## src/hw/rtl/assert_macros.svh

```systemverilog
// ---------------------------------------------------------------------------
// assert_macros.svh
// Concurrent assertion helpers shared by the RTL. Define ASSERT_OFF to drop
// them from a build.
// ---------------------------------------------------------------------------
`ifndef ASSERT_MACROS_SVH
`define ASSERT_MACROS_SVH

`ifndef ASSERT_OFF

// antecedent true implies consequent true in the same cycle
`define ASSERT_IMP(lbl, clk, rst_n, ante, cons) \
	lbl: assert property (@(posedge clk) disable iff (!rst_n) (ante) |-> (cons)) \
		else $error("assertion failed: implication");

// expression must never be true
`define ASSERT_NEVER(lbl, clk, rst_n, expr) \
	lbl: assert property (@(posedge clk) disable iff (!rst_n) !(expr)) \
		else $error("assertion failed: forbidden condition");

`else

`define ASSERT_IMP(lbl, clk, rst_n, ante, cons)
`define ASSERT_NEVER(lbl, clk, rst_n, expr)

`endif

`endif

```

## src/hw/rtl/bb33_pkg.sv

```systemverilog
// ---------------------------------------------------------------------------
// bb33_pkg
// Shared constants and types of the 3x3 RGBA box blur.
// ---------------------------------------------------------------------------
package bb33_pkg;

	localparam int unsigned MAX_SIZE_DEF     = 1024;
	localparam int unsigned CHANNEL_BITS_DEF = 16;
	localparam int unsigned IMAGE_SIZE_RESET = 1024;

	localparam int unsigned CFG_W = 11;  // image_size register
	localparam int unsigned CH_W  = 16;  // channel ports
	localparam int unsigned POS_W = 10;  // out_row / out_column

	// divisor of the clipped window: corner, edge, interior
	typedef enum logic [1:0] {
		DIV4,
		DIV6,
		DIV9
	} div_t;

	typedef struct packed {
		logic [POS_W-1:0] row;
		logic [POS_W-1:0] col;
		logic             last;
	} pos_t;

	// one output beat request: which window taps to sum and how to divide
	typedef struct packed {
		logic       valid;
		logic [2:0] row_en;
		logic [2:0] col_en;
		div_t       div;
		pos_t       pos;
	} emit_t;

endpackage

```

## src/hw/rtl/bb33_mean.sv

```systemverilog
// ---------------------------------------------------------------------------
// bb33_mean
// Masked 3x3 window sum and divide by 4, 6 or 9 through a reciprocal
// multiply. Three register stages, all advanced by one enable.
// ---------------------------------------------------------------------------
module bb33_mean #(
	parameter int unsigned CHANNEL_BITS = bb33_pkg::CHANNEL_BITS_DEF
) (
	input  logic                                      clk,
	input  logic                                      arst_n,
	input  logic                                      en,
	input  bb33_pkg::emit_t                           rec,
	input  logic [4*CHANNEL_BITS-1:0]                 win [3][3],
	output logic                                      beat_valid,
	output bb33_pkg::pos_t                            beat_pos,
	output logic [3:0][bb33_pkg::CH_W-1:0]            beat_ch
);

	localparam int unsigned CB   = CHANNEL_BITS;
	localparam int unsigned RW   = CB + 2;        // sum of three taps
	localparam int unsigned SUMW = CB + 4;        // sum of nine taps
	localparam int unsigned PRW  = 2 * SUMW + 1;  // product width

	// ceil(2^(SUMW+l)/d) with 2^l >= d gives exact floor division for sums below 2^SUMW
	localparam logic [63:0] R4_W = 64'd1 << SUMW;
	localparam logic [63:0] R6_W = ((64'd1 << (SUMW + 3)) + 64'd5) / 64'd6;
	localparam logic [63:0] R9_W = ((64'd1 << (SUMW + 4)) + 64'd8) / 64'd9;
	localparam int unsigned SH4 = SUMW + 2;
	localparam int unsigned SH6 = SUMW + 3;
	localparam int unsigned SH9 = SUMW + 4;

	logic                 valid_s3, valid_s4, valid_s5;
	bb33_pkg::pos_t       pos_s3, pos_s4, pos_s5;
	bb33_pkg::div_t       div_s3, div_s4, div_s5;
	logic [RW-1:0]        rsum_s3 [3][4];
	logic [SUMW-1:0]      sum_s4 [4];
	logic [PRW-1:0]       prod_s5 [4];

	logic [RW-1:0]        rsum_n [3][4];
	logic [SUMW:0]        recip;

	always_comb begin
		for (int k = 0; k < 3; k++) begin
			for (int ch = 0; ch < 4; ch++) begin
				rsum_n[k][ch] = '0;
				for (int m = 0; m < 3; m++) begin
					if (rec.row_en[k] && rec.col_en[m])
						rsum_n[k][ch] = rsum_n[k][ch] + RW'(win[k][m][ch*CB +: CB]);
				end
			end
		end
	end

	always_comb begin
		case (div_s4)
			bb33_pkg::DIV6: recip = R6_W[SUMW:0];
			bb33_pkg::DIV9: recip = R9_W[SUMW:0];
			default:        recip = R4_W[SUMW:0];
		endcase
	end

	always_ff @(posedge clk or negedge arst_n) begin
		if (!arst_n) begin
			valid_s3 <= 1'b0;
			valid_s4 <= 1'b0;
			valid_s5 <= 1'b0;
		end else if (en) begin
			valid_s3 <= rec.valid;
			valid_s4 <= valid_s3;
			valid_s5 <= valid_s4;
		end
	end

	always_ff @(posedge clk) begin
		if (en) begin
			pos_s3 <= rec.pos;
			div_s3 <= rec.div;
			rsum_s3 <= rsum_n;
			pos_s4 <= pos_s3;
			div_s4 <= div_s3;
			pos_s5 <= pos_s4;
			div_s5 <= div_s4;
			for (int ch = 0; ch < 4; ch++) begin
				sum_s4[ch] <= SUMW'(rsum_s3[0][ch]) + SUMW'(rsum_s3[1][ch])
					+ SUMW'(rsum_s3[2][ch]);
				prod_s5[ch] <= PRW'(sum_s4[ch]) * PRW'(recip);
			end
		end
	end

	always_comb begin
		for (int ch = 0; ch < 4; ch++) begin
			case (div_s5)
				bb33_pkg::DIV6: beat_ch[ch] = bb33_pkg::CH_W'(prod_s5[ch] >> SH6);
				bb33_pkg::DIV9: beat_ch[ch] = bb33_pkg::CH_W'(prod_s5[ch] >> SH9);
				default:        beat_ch[ch] = bb33_pkg::CH_W'(prod_s5[ch] >> SH4);
			endcase
		end
	end

	assign beat_valid = valid_s5;
	assign beat_pos   = pos_s5;

endmodule

```

## config.mk

```make
export PLATFORM = sky130hd
export DESIGN_NAME = bb33_mean
export DESIGN_NICKNAME = d
export VERILOG_FILES = /design/src/hw/rtl/assert_macros.svh /design/src/hw/rtl/bb33_pkg.sv /design/src/hw/rtl/bb33_mean.sv
export SDC_FILE = /design/constraint.sdc
export NUM_CORES = 2
export LEC_CHECK = 0
export ABC_AREA = 1
export BUFFER_PORTS_ARGS = -buffer_cell sky130_fd_sc_hd__buf_2
export CAP_MARGIN = 25
export CORE_MARGIN = 2
export CORE_UTILIZATION = 25
export CTS_CLUSTER_SIZE = 40
export DETAILED_ROUTE_END_ITERATION = 16
export HOLD_SLACK_MARGIN = 0.06
export PLACE_DENSITY = 0.41
export SYNTH_ARGS = -nofsm -noshare
export SYNTH_HDL_FRONTEND = slang
export SYNTH_SLANG_ARGS = --single-unit
```

## constraint.sdc

```tcl
create_clock -name clk -period 16.3 [get_ports clk]
set_input_delay 0.815 -clock clk [delete_from_list [all_inputs] [get_ports clk]]
set_output_delay 0.815 -clock clk [all_outputs]
set_load 0.01 [all_outputs]
```

# Word-level counts from Yosys, hierarchy flattened
# Memory sizes are Yosys's and may differ from the RTL's.
# Cells that the tools add are included.
dict set report classes {
  eq_ne 4
  add_sub_neg 32
  n_mux 43
  n_reduce_logical 9
  mul 4
}
# cell n
set op_table {}
lappend op_table {{$add 18x16->18} 24}
lappend op_table {{$mux 18} 24}
lappend op_table {{$mux 16} 12}
lappend op_table {{$mul 20x21->41} 4}
lappend op_table {{$pmux 16 s2} 4}
lappend op_table {{$add 19x18->20} 4}
lappend op_table {{$add 18x18->19} 4}
lappend op_table {{$pmux 20 s2} 1}
lappend op_table {{$logic_and 1x1->1} 9}
lappend op_table {{$eq 2x1->1 const B} 2}
lappend op_table {{$eq 2x2->1 const B} 2}
lappend op_table {{$mux 1} 2}
dict set report totals {
  elab_cells 121
  regBits 288
  mem_count 2
  ramBits 244
  in_bits 609
  out_inout_bits 86
}
# memory depth width rd rd_ports_with_merged_regs wr line
set memory_table {}
lappend memory_table {prod_s5 4 41 4 0 4 bb33_mean.sv:37} ;# logic [PRW-1:0] prod_s5 [4];
lappend memory_table {sum_s4 4 20 4 0 4 bb33_mean.sv:36} ;# logic [SUMW-1:0] sum_s4 [4];

# Logic depth before layout (Yosys ltp)
dict set report depth {
  ltp_word 6
  mapped_depth 33
  depth_no_buf 31
}

# Worst setup path after synthesis
# OpenSTA, ideal clock, no wires.
dict set report synth_path {
  kind {flip-flop to flip-flop}
  startpoint {register div_s4[1]}
  endpoint {memory prod_s5[2][32] (netlist name) (data pin)}
  setup_slack_ps 9707
  synth_period_minus_slack_ps 6593
  t_arrival_ps 6341
  setup_ps 252
  required_ps 16048
  path_stages_with_launch 26
  path_buffers 3
  cell_sequence {edfxtp_1 ha_1 clkbuf_1 clkbuf_1 clkbuf_1 nor2_1 fa_1 inv_1 fa_1 fa_1 inv_1 fa_1 fa_1 fa_1 inv_1 fa_1 inv_1 ha_1 a21oi_1 o21ai_0 a21oi_1 nor2_1 nor2_1 nand2_1 nand2_1 nand2_1}
}
# element line
set synth_rtl {}
lappend synth_rtl {{start: declaration} bb33_mean.sv:34} ;# bb33_pkg::div_t div_s3, div_s4, div_s5;
lappend synth_rtl {{start signal: assignment} bb33_mean.sv:80} ;# div_s4 <= div_s3;
lappend synth_rtl {{end: declaration} bb33_mean.sv:37}

==> metrics <==
Initial DRT Pass Iterations=6; CP Data Required Time=between 15,000 and 20,000 ps; DRC=0; initial antenna violation count=40; Critical-path top delay cell=ha_4; synthesis-to-finish area growth=12.96%; xor/xnor share of the synthesized area=2.455%; Post-synth EDFFs=~440; number of setup buffers added after CTS=0; Iteration-0 DRC Markers=approximately 4,800; Reg area=~13,000 µm²; placer congestion estimate=0.9100; Crit path max-delay family=adder cells; run status=complete, no violations; post-synth top area share=between 20% and 30%; worst min path class=in2reg; crit share post-route=48.17%; Slew Limit Headroom=a little under a third; worst setup margin=~8400 ps; commonest cells in the netlist=nand2_1, inv_1, ha_1; DIE AREA=around 350,000 µm²; HPWL after detailed placement=roughly 300,000 µm; Hold Buf Count CTS=1; fin nets=14,810; clk_lat worst skew=~700 ps; reg-to-reg endpoint=prod_s5[1][39]; Clock Skews=around 55 ps; Critical R2R Launch=div_s4[0]; most common cell in the netlist=nand2_1; Setup CP Type=reg2reg; H-tree levels=3; R2R setup slack=8450 ps; hold path depth=1; mean post-synth cell area=approximately 7.4 µm²; IO buf count=just under 700; maxcap violations=0; DR vias=74,850; hold worst-path end=pos_s3[11]; Worst setup SP type=flop; multi-input logic area=about 63,000 µm²; Adder-Cell Fraction of Synth Area=between 30% and 40%; Synth Net Count=between 10,000 and 15,000; Crit path largest cell delay=approximately 640 ps; root buffer cell=clkbuf_16; RSZ-0062 raised after global routing=false; #FFs+latches synth=440; via/cell ratio=between 4 and 5; share of synthesized registers carrying an async set or reset=less than 1%; Avg WL per Cell=approximately 21 µm; Compound-Gate Fraction of Synth Area=between 10% and 20%; layout cells sized above 1=about 7.6%; HP Start=rec[11]; die width=approximately 590 µm; number of gates resized after cts=0; core region area=roughly 340,000 µm²; Synth Area in Simple Gates=between 20% and 30%; final hold vios=0; Main synth FF type=edfxtp_1; CTS Buf Count=66; Clock transition at path regs=approximately 70 ps; sequential area share after synthesis=~15%; GRT overflow=0; Post-DRT Antenna Nets=0; CTS tree=built; Fill cells=about 38,000; fin crit period=between 7000 and 8000 ps; max frequency=between 100 and 150 MHz; I/O Pins=between 600 and 700; largest family of logic cells by synthesized area=adder cells; largest net degree at the start of global routing=~150; Reg2Reg Depth=27; CTS Buffer Depth=3; Netlist Area Pre-Place=about 85,000 µm²; # clock sinks=440; vias in the first global route=76,180; # rows=about 210; first-pass GRT wire length=506,900 µm; crit path capture type=flop; Synth area leader=fa_1; final setup vio count=0; measured slew at the worst slew-check pin=approximately 1000 ps; TNS Setup=0 ps; Slew Limit Fails=0; Total Wirelength=about 340,000 µm; cell count after synthesis=between 10,000 and 15,000; dpl ws=around 8500 ps; Die Y=~600 µm; Yosys warning count=0; Synth area leaders=fa_1, ha_1, edfxtp_1; distinct cell type count after synthesis=between 50 and 60; Initial Utilization=25.12%; mux share of post-synthesis cell area=0.01321%; Bufs and invs on worst path=9; crit path DAT=8290 ps; gr usage total=between 10% and 20%; crit path max fanout=35
## how the worst max path moves through the flow
stage | to | start | slack (ps) | depth (start not counted)
finish | prod_s5[1][39] | div_s4[0] | 8450 | 27
global route | prod_s5[1][39] | div_s4[0] | 7950 | 27
CTS | prod_s5[1][39] | div_s4[0] | 8440 | 27
detailed placement | prod_s5[1][39] | div_s4[0] | 8460 | 27
global placement | prod_s5[2][25] | div_s4[0] | 8160 | 27
floorplan | prod_s5[2][32] | div_s4[1] | 9710 | 25
## layer usage
metal	share of wire [%]	track usage (%)	wire [µm]
met3	3.4	1.957	11810
met5	0.042	0	146
met1	49	27.64	167400
met2	46	32.29	157200
met4	2.1	3.912	7211
## cell usage in the layout (no fill, tap or decap), drive strengths merged, types with 3 or more instances in the layout
cell type and count:
edfxtp 437, dfrtp 3, clkbuf 82, ha 1237, a31oi 31, nor4 13, a21oi 663, and2 15
o311ai 4, o21a 38, nand3b 132, a21boi 112, o21bai 57, inv 2224, a22oi 8, nor2 931
fa 860, a211oi 3, nand3 553, xor2 100, diode 24, nor3 59, or2 39, xnor2 139
o22ai 55, bufinv 5, a21o 48, o21ai 571, nand4 76, clkinv 21, buf 740, nand2 2889
## metrics by stage
step	cells	utilization (%)	hold WS, ps	area [µm²]
2_1_floorplan	11470	-	400.3	85270
3_3_place_gp	16570	27.71	400.4	94090
3_5_place_dp	16570	27.72	404.5	94120
4_1_cts	16690	28.35	209.7	96270
5_1_grt	16700	28.37	232.1	96310
6_report	16710	28.37	298.8	96330
## registers in the layout, summed over array words and instances (netlist names), 21 cells and up
| signal | count |
|---|---|
| prod_s5 | 72 |
| rsum_s3 | 216 |
| sum_s4 | 80 |
| pos_s3 | 21 |
| beat_pos | 21 |
| pos_s4 | 21 |
## cell type report
cell class | instances | area share (%)
Antenna cell | 24 | 0.06235
Clock buffer | 82 | 1.799
Clock inverter | 33 | 0.4182
Inverter | 2218 | 8.644
Multi-Input combinational cell | 8636 | 65.47
Sequential cell | 440 | 13.70
Tap cell | 4536 | 5.892
Timing Repair Buffer | 741 | 4.016
## kinds of logic after synthesis
kind of cell	count (synthesis)
flip-flops	440
buffers and inverters	2395
AO/OA/AOI/OAI	1591
multiplexers	1
adder cells (fa/ha/maj)	2097
XOR/XNOR	239
AND/OR/NAND/NOR	4708
Power is not shown: default switching activity piles up to over one toggle a cycle in this logic, so the estimate is an artifact.
